==> src/hdl/rbuv_pkg.sv <==
`default_nettype none
package rbuv_pkg;

	localparam int FRAC_BITS = 14;
	localparam int IW = 16;
	localparam int ONE = 1 << FRAC_BITS;
	localparam int HALF = 1 << (FRAC_BITS - 1);
	localparam int OUT_MAX = (ONE > 32767) ? 32767 : ONE;
	localparam int OUT_MIN = (ONE > 32768) ? -32768 : -ONE;

	// products, cross/dot sums, rounded v/c, v products
	localparam int PW = 2 * IW;
	localparam int XW = PW + 2;
	localparam int VW = XW - FRAC_BITS;
	localparam int DW = VW;
	localparam int SQW = 2 * VW;
	localparam int MW = SQW + 1;
	localparam int RW = MW + 2;
	// quotients at or above 2^QB saturate every entry anyway
	localparam int QB = VW + 1;
	localparam int EW = QB + 3;

	localparam int FRONT_LAT = 5;
	localparam int DIV_LAT = QB + 1;
	localparam int LATENCY = FRONT_LAT + DIV_LAT + 1;

	typedef struct packed {
		logic signed [IW-1:0] ax;
		logic signed [IW-1:0] ay;
		logic signed [IW-1:0] az;
		logic signed [IW-1:0] bx;
		logic signed [IW-1:0] by;
		logic signed [IW-1:0] bz;
	} in_t;

	typedef struct packed {
		logic signed [IW-1:0] r00;
		logic signed [IW-1:0] r01;
		logic signed [IW-1:0] r02;
		logic signed [IW-1:0] r10;
		logic signed [IW-1:0] r11;
		logic signed [IW-1:0] r12;
		logic signed [IW-1:0] r20;
		logic signed [IW-1:0] r21;
		logic signed [IW-1:0] r22;
		logic opposite_flag;
	} out_t;

	// per-item data that bypasses the dividers
	typedef struct packed {
		logic signed [VW-1:0] v0;
		logic signed [VW-1:0] v1;
		logic signed [VW-1:0] v2;
		logic flag;
	} side_t;

	function automatic logic signed [IW-1:0] sat_entry(input logic signed [EW-1:0] e);
		logic signed [EW-1:0] hi;
		logic signed [EW-1:0] lo;
		logic signed [EW-1:0] r;
		hi = EW'(OUT_MAX);
		lo = EW'(OUT_MIN);
		r = e;
		if (r > hi) r = hi;
		if (r < lo) r = lo;
		return r[IW-1:0];
	endfunction

endpackage
`default_nettype wire

==> src/hdl/rbuv_div.sv <==
`default_nettype none
module rbuv_div import rbuv_pkg::*; (
	input  wire logic          clk,
	input  wire logic [RW-1:0] numer,
	input  wire logic [DW-1:0] den,
	input  wire logic          neg_in,
	output logic [QB-1:0]      quot,
	output logic               neg_out
);

	// restoring divider, one quotient bit per stage; first stage only detects overflow
	logic [RW-1:0] rem_s [QB+2];
	logic [DW-1:0] d_s   [QB+2];
	logic [QB-1:0] q_s   [QB+2];
	logic          sat_s [QB+2];
	logic          neg_s [QB+2];

	always_comb begin
		rem_s[0] = numer;
		d_s[0] = den;
		q_s[0] = '0;
		sat_s[0] = 1'b0;
		neg_s[0] = neg_in;
	end

	for (genvar k = 0; k <= QB; k++) begin : g_stage
		localparam int SH = QB - k;
		logic [RW-1:0] trial;
		logic          ge;
		assign trial = RW'(d_s[k]) << SH;
		assign ge = rem_s[k] >= trial;

		always_ff @(posedge clk) begin
			d_s[k+1] <= d_s[k];
			neg_s[k+1] <= neg_s[k];
			if (k == 0) begin
				rem_s[k+1] <= rem_s[k];
				q_s[k+1] <= '0;
				sat_s[k+1] <= ge;
			end else begin
				rem_s[k+1] <= ge ? rem_s[k] - trial : rem_s[k];
				q_s[k+1] <= q_s[k] | (ge ? QB'(1) << SH : '0);
				sat_s[k+1] <= sat_s[k];
			end
		end
	end

	assign quot = sat_s[QB+1] ? '1 : q_s[QB+1];
	assign neg_out = neg_s[QB+1];

endmodule
`default_nettype wire

==> config.mk <==
export PLATFORM = sky130hd
export DESIGN_NAME = rbuv_div
export DESIGN_NICKNAME = d
export VERILOG_FILES = /design/src/hdl/rbuv_pkg.sv /design/src/hdl/rbuv_div.sv
export SDC_FILE = /design/constraint.sdc
export NUM_CORES = 2
export LEC_CHECK = 0
export BUFFER_PORTS_ARGS = -buffer_cell sky130_fd_sc_hd__buf_2
export CAP_MARGIN = 20
export CORE_MARGIN = 2
export CORE_UTILIZATION = 47
export CTS_CLUSTER_SIZE = 14
export DETAILED_ROUTE_END_ITERATION = 10
export HOLD_SLACK_MARGIN = 0.05
export SLEW_MARGIN = 10
export SYNTH_ARGS = -nofsm -noshare
export SYNTH_HDL_FRONTEND = slang
export SYNTH_SLANG_ARGS = --single-unit
==> constraint.sdc <==
create_clock -name clk -period 10.1 [get_ports clk]
set_input_delay 1.515 -clock clk [delete_from_list [all_inputs] [get_ports clk]]
set_output_delay 1.515 -clock clk [all_outputs]
set_load 0.02 [all_outputs]
# Word level (Yosys, flattened, before mapping)
# Index checks and enable logic that the tools add are counted.
# totals
register_bits	1808
in_bits	65
output_inout_bits	22
word_cells	211
# op_classes
add_sub_neg	20
magnitude_cmp	22
mux	42
bitwise_logic	20
# op_table
op	n
43-bit two-way mux	20
43-bit by 20-bit greater-or-equal comparator with 1-bit output	1
43-bit by 21-bit greater-or-equal comparator with 1-bit output	1
43-bit by 22-bit greater-or-equal comparator with 1-bit output	1
43-bit by 23-bit greater-or-equal comparator with 1-bit output	1
43-bit by 24-bit greater-or-equal comparator with 1-bit output	1
43-bit by 25-bit greater-or-equal comparator with 1-bit output	1
43-bit by 26-bit greater-or-equal comparator with 1-bit output	1
43-bit by 27-bit greater-or-equal comparator with 1-bit output	1
43-bit by 28-bit greater-or-equal comparator with 1-bit output	1
43-bit by 29-bit greater-or-equal comparator with 1-bit output	1
43-bit by 30-bit greater-or-equal comparator with 1-bit output	1
43-bit by 31-bit greater-or-equal comparator with 1-bit output	1
43-bit by 32-bit greater-or-equal comparator with 1-bit output	1
43-bit by 33-bit greater-or-equal comparator with 1-bit output	1
43-bit by 34-bit greater-or-equal comparator with 1-bit output	1
43-bit by 35-bit greater-or-equal comparator with 1-bit output	1
43-bit by 36-bit greater-or-equal comparator with 1-bit output	1
43-bit by 37-bit greater-or-equal comparator with 1-bit output	1
43-bit by 38-bit greater-or-equal comparator with 1-bit output	1
43-bit by 39-bit greater-or-equal comparator with 1-bit output	1
43-bit by 40-bit greater-or-equal comparator with 1-bit output	1
43-bit by 41-bit greater-or-equal comparator with 1-bit output	1
43-bit by 21-bit subtractor with 43-bit output	1
59 further kinds	61

# Logic depth before layout (Yosys ltp)
# depth
ltp_word	3
ltp_mapped	16
ltp_nobuf	14

# Worst setup path after synthesis
# No wires, ideal clock.
# synth_path
kind	input port to flip-flop
start	input den[7]
end	register sat_s[21] (netlist bit)
setup_time_ns	0.125
t_arrival_ns	3.361
required_ns	9.975
slack_ns	6.615
path_stages	12
n_path_buf	0
cell_sequence	inv_1 ha_1 a21o_1 a21o_1 a21o_1 a21oi_1 nor2b_1 o21ai_0 nand2b_1 a211oi_1 o21ai_0 a2111o_1
# synth_via
elab_chain_cells	1
# synth_lines
element	line	rtl
start: declaration	rbuv_div.sv:5	input wire logic [DW-1:0] den,
43-bit by 41-bit greater-or-equal comparator with 1-bit output	rbuv_div.sv:31	assign ge = rem_s[k] >= trial;
net g_stage[0].ge	rbuv_div.sv:29	logic ge;
end signal: indexed assignment	rbuv_div.sv:39	sat_s[k+1] <= ge;
end signal: indexed assignment	rbuv_div.sv:43	sat_s[k+1] <= sat_s[k];
end: declaration	rbuv_div.sv:15	logic sat_s [QB+2];
# The timed path passes the listed nets, and every way through them passes these cells.

# Worst setup path after layout
# layout_path
start	register d_s[122] (netlist bit)
end	register rem_s[256] (netlist bit)
# layout_via
elab_chain_cells	2
elab_cells_between_ends	3
cone_classes	add/sub (1); order compare (1); mux (1)
# layout_lines
element	line	rtl
start: declaration	rbuv_div.sv:13	logic [DW-1:0] d_s [QB+2];
start signal: indexed assignment	rbuv_div.sv:34	d_s[k+1] <= d_s[k];
43-bit by 25-bit subtractor with 43-bit output or 43-bit by 25-bit greater-or-equal comparator with 1-bit output (tied branches)	rbuv_div.sv:41, rbuv_div.sv:31	
43-bit two-way mux (*)	rbuv_div.sv:41	rem_s[k+1] <= ge ? rem_s[k] - trial : rem_s[k];
end signal: indexed assignment	rbuv_div.sv:37	rem_s[k+1] <= rem_s[k];
end signal: indexed assignment	rbuv_div.sv:41	
end: declaration	rbuv_div.sv:12	logic [RW-1:0] rem_s [QB+2];
# Every way passes the cells marked *; elsewhere a longest branch is shown, timed or not.

==> impl_metrics.env <==
export IMPL_setup_worst_path_end="rem_s[256]"
export IMPL_post_cts_buffers=0
export IMPL_ff2ff_path_depth=13
export IMPL_synth_top_flop_cell="sky130_fd_sc_hd__dfxtp_1"
export IMPL_slack_of_the_worst_reg_to_reg_path_ns=5.52
export IMPL_synth_nets=7043
export IMPL_synth_top_area_share_pct=50.06
export IMPL_postSynthRegisterBits=1598
export IMPL_timing_setup_tns_ns=0
export IMPL_clk_pin_slew_ns=0.06
export IMPL_synth_yosys_seq_area_share_pct=50.06
export IMPL_yosys_warnings=0
export IMPL_cp_end_kind="register"
export IMPL_first_iter_violations=2614
export IMPL_post_route_cells_drive_above_1_share_pct=8.031
export IMPL_worstHoldPathCells=0
export IMPL_yosysUniqueCellTypes=84
export IMPL_mean_area_per_synthesized_cell_um2=9.805
export IMPL_post_route_util_pct=53.30
export IMPL_edff_count_synth=0
export IMPL_layout_area_seq_um2=31990
export IMPL_tritoncts_clock_tree="built"
export IMPL_finalSetupViolations=0
export IMPL_area_growth_synth_to_final_pct=12.71
export IMPL_critical_path_reg2reg_endpoint="rem_s[256]"
export IMPL_crit_type="reg -> reg"
export IMPL_fillers=12150
export IMPL_drcViolationCount=0
export IMPL_holdBufCountCts=0
export IMPL_clock_fmax_ghz=0.2182
export IMPL_ratio_of_routed_vias_to_standard_cells=5.254
export IMPL_numPlacedInstances=8284
export IMPL_drt_pass1_iter_count=5
export IMPL_p_total_uw=23800
export IMPL_rsz_0062_raised_after_global_routing="false"
export IMPL_synthesis_instances=6518
export IMPL_fin_crit_sh_pct=45.37
export IMPL_fp_coreArea_um2=135100
export IMPL_grt_pass1_vias=44260
export IMPL_design_die_area_um2=138900
export IMPL_most_frequent_cells_in_the_layout="1,598 x sky130_fd_sc_hd__dfxtp_1, 563 x sky130_fd_sc_hd__inv_1, 485 x sky130_fd_sc_hd__a21oi_1, 451 x sky130_fd_sc_hd__nor2_1, 440 x sky130_fd_sc_hd__ha_1"
export IMPL_launch_instance_of_the_worst_register_to_register_path="d_s[122]"
export IMPL_hold_viol=0
export IMPL_crit_path_max_fanout=26
export IMPL_post_cts_resized=0
export IMPL_routed_via_count=45080
export IMPL_ioPinCount=87
export IMPL_synth_top_cells_by_area="sky130_fd_sc_hd__dfxtp_1 50%, sky130_fd_sc_hd__ha_1 8.6%, sky130_fd_sc_hd__xnor2_1 4.3%"
export IMPL_final_setup_skew_ns=0.08704
export IMPL_final_critical_path_setup_slack_ns=5.518
export IMPL_place_port_buffers=86
export IMPL_worstSkewPairLatency_ns=0.83
export IMPL_die_w_um=372.7
export IMPL_fp_dieH_um=372.7
export IMPL_slew_viols_final=0
export IMPL_max_slew_worst_pin_slew_ns=1.061
export IMPL_gpl_final_weighted_congestion=0.9045
export IMPL_pin_count_of_the_biggest_net_entering_global_routing=44
export IMPL_status="complete, no violations"
export IMPL_cts_root_buf="sky130_fd_sc_hd__clkbuf_16"
export IMPL_clock_sinks=1598
export IMPL_timing_hold_worst_class="reg -> reg"
export IMPL_cts_max_level=4
export IMPL_routedWlPerCell_um=17.19
export IMPL_timing_critical_path_required_ns=10.72
export IMPL_mappedNetlistArea_um2=63910
export IMPL_mostFrequentLayoutCell="sky130_fd_sc_hd__dfxtp_1"
export IMPL_clk_path_buf_depth=3
export IMPL_finalWirelength_um=147500
export IMPL_antenna_found_initial=2
export IMPL_finalNonFillerCells=8581
export IMPL_grt_pass1_wl_um=236000
export IMPL_max_slew_margin_pct=28.29
export IMPL_static_leakage_power_uw=0.03151
export IMPL_startpoint="d_s[122]"
export IMPL_cts_inserted_buffers=166
export IMPL_maxCapViolations=0
export IMPL_period_minus_slack_ns=4.582
export IMPL_net_total_in_the_final_layout=7197
export IMPL_route_antenna_remaining_nets=0
export IMPL_postSynth_asyncResetShare_pct=0
export IMPL_overflow=0
export IMPL_floorplan_rows=135
export IMPL_vdd_drop_max_v=0.0001691
export IMPL_floorplan_initialDensity_pct=47.29
export IMPL_dp_wirelength_um=115400
export IMPL_grtUsageTotal_pct=21.01
export IMPL_synth_largest_area_cell="sky130_fd_sc_hd__dfxtp_1"
export IMPL_place_worst_setup_slack_ns=5.632
export IMPL_multiInputGateArea_um2=29350
export IMPL_pwr_density_cell_nw_per_um2=330.4
export IMPL_cp_data_arrival_time_ns=5.20
export IMPL_setup_worst_path_start_class="register"
[worst min path at each step]
| stage | startpoint | to | slack, ns |
|---|---|---|---|
| 2_1_floorplan | neg_s[1] | neg_out | 0.31 |
| 3_3_place_gp | q_s[167] | q_s[146] | 0.31 |
| 3_5_place_dp | q_s[157] | q_s[136] | 0.31 |
| 4_1_cts | d_s[364] | d_s[344] | 0.32 |
| 5_1_grt | q_s[66] | q_s[45] | 0.32 |
| 6_report | q_s[93] | q_s[72] | 0.31 |
[cells in the mapped netlist (84+ instances only)]
cell type                  count
sky130_fd_sc_hd__a21o_1      165
sky130_fd_sc_hd__a21oi_1     485
sky130_fd_sc_hd__clkbuf_1    104
sky130_fd_sc_hd__dfxtp_1    1598
sky130_fd_sc_hd__ha_1        440
sky130_fd_sc_hd__inv_1       563
sky130_fd_sc_hd__mux2_2       95
sky130_fd_sc_hd__nand2_1     342
sky130_fd_sc_hd__nand2b_1     84
sky130_fd_sc_hd__nand3_1     114
sky130_fd_sc_hd__nor2_1      453
sky130_fd_sc_hd__nor2b_1     101
sky130_fd_sc_hd__nor3_1      134
sky130_fd_sc_hd__nor4_1      116
sky130_fd_sc_hd__o21ai_0     322
sky130_fd_sc_hd__xnor2_1     317
sky130_fd_sc_hd__xor2_1      237
[worst max-delay path, cell delays in order (launching register included)]
cell and delay, ns:
sky130_fd_sc_hd__dfxtp_1 0.32, sky130_fd_sc_hd__inv_1 0.05, sky130_fd_sc_hd__ha_1 0.32, sky130_fd_sc_hd__nor2b_1 0.16
sky130_fd_sc_hd__o21a_1 0.18, sky130_fd_sc_hd__o21ai_0 0.32, sky130_fd_sc_hd__a21oi_1 0.18, sky130_fd_sc_hd__o211ai_1 0.40
sky130_fd_sc_hd__o211a_1 0.24, sky130_fd_sc_hd__o21a_1 0.63, sky130_fd_sc_hd__clkinv_1 0.91, sky130_fd_sc_hd__nand2_1 0.44
sky130_fd_sc_hd__nor4_1 0.10, sky130_fd_sc_hd__xor2_1 0.15
[sequential cells by signal (all words and copies together) (netlist names)]
name,cells
neg_s,21
neg_out,1
q_s,231
d_s,420
rem_s,903
sat_s,22
[per-layer routing]
| metal | GRT usage, % | up-vias | wire length (um) |
|---|---|---|---|
| met5 | 0 | - | 0 |
| met4 | 8.161 | 0 | 4920 |
| met3 | 3.507 | 265 | 6321 |
| met2 | 36.39 | 912 | 70760 |
| met1 | 26.00 | 21070 | 65500 |
| li1 | - | 22830 | - |
[power breakdown]
| part | internal (uW) | switching (uW) | total, uW |
|---|---|---|---|
| sequential | 7920 | 1230 | 9150 |
| combinational | 3840 | 4610 | 8450 |
| clock | 3650 | 2540 | 6190 |
| total | 15400 | 8380 | 23800 |
[area by class of cell]
class	instances	share of cell area (%)
Antenna cell	1	0.003474
Multi-Input combinational cell	4232	40.74
Clock inverter	63	1.437
Clock buffer	232	6.528
Timing Repair Buffer	109	0.8373
Tap cell	1781	3.094
Inverter	565	2.944
Sequential cell	1598	44.41
[metrics by stage]
stage / instance area, um2 / hold WS (ns)
floorplan: 63910 / 0.3096
global placement: 66280 / 0.3099
detailed placement: 66280 / 0.3121
CTS: 72020 / 0.3156
global route: 72030 / 0.3198
finish: 72030 / 0.3146
[cells by family after synthesis]
group / after synthesis / share of synthesized area (%)
AO/OA/AOI/OAI: 1377 / 13.30
XOR/XNOR: 554 / 7.592
adder cells (fa/ha/maj): 460 / 9.241
buffers and inverters: 688 / 4.078
flip-flops: 1598 / 50.06
multiplexers: 104 / 1.817
AND/OR/NAND/NOR: 1737 / 13.91
Power figures use the tool's default switching activity.
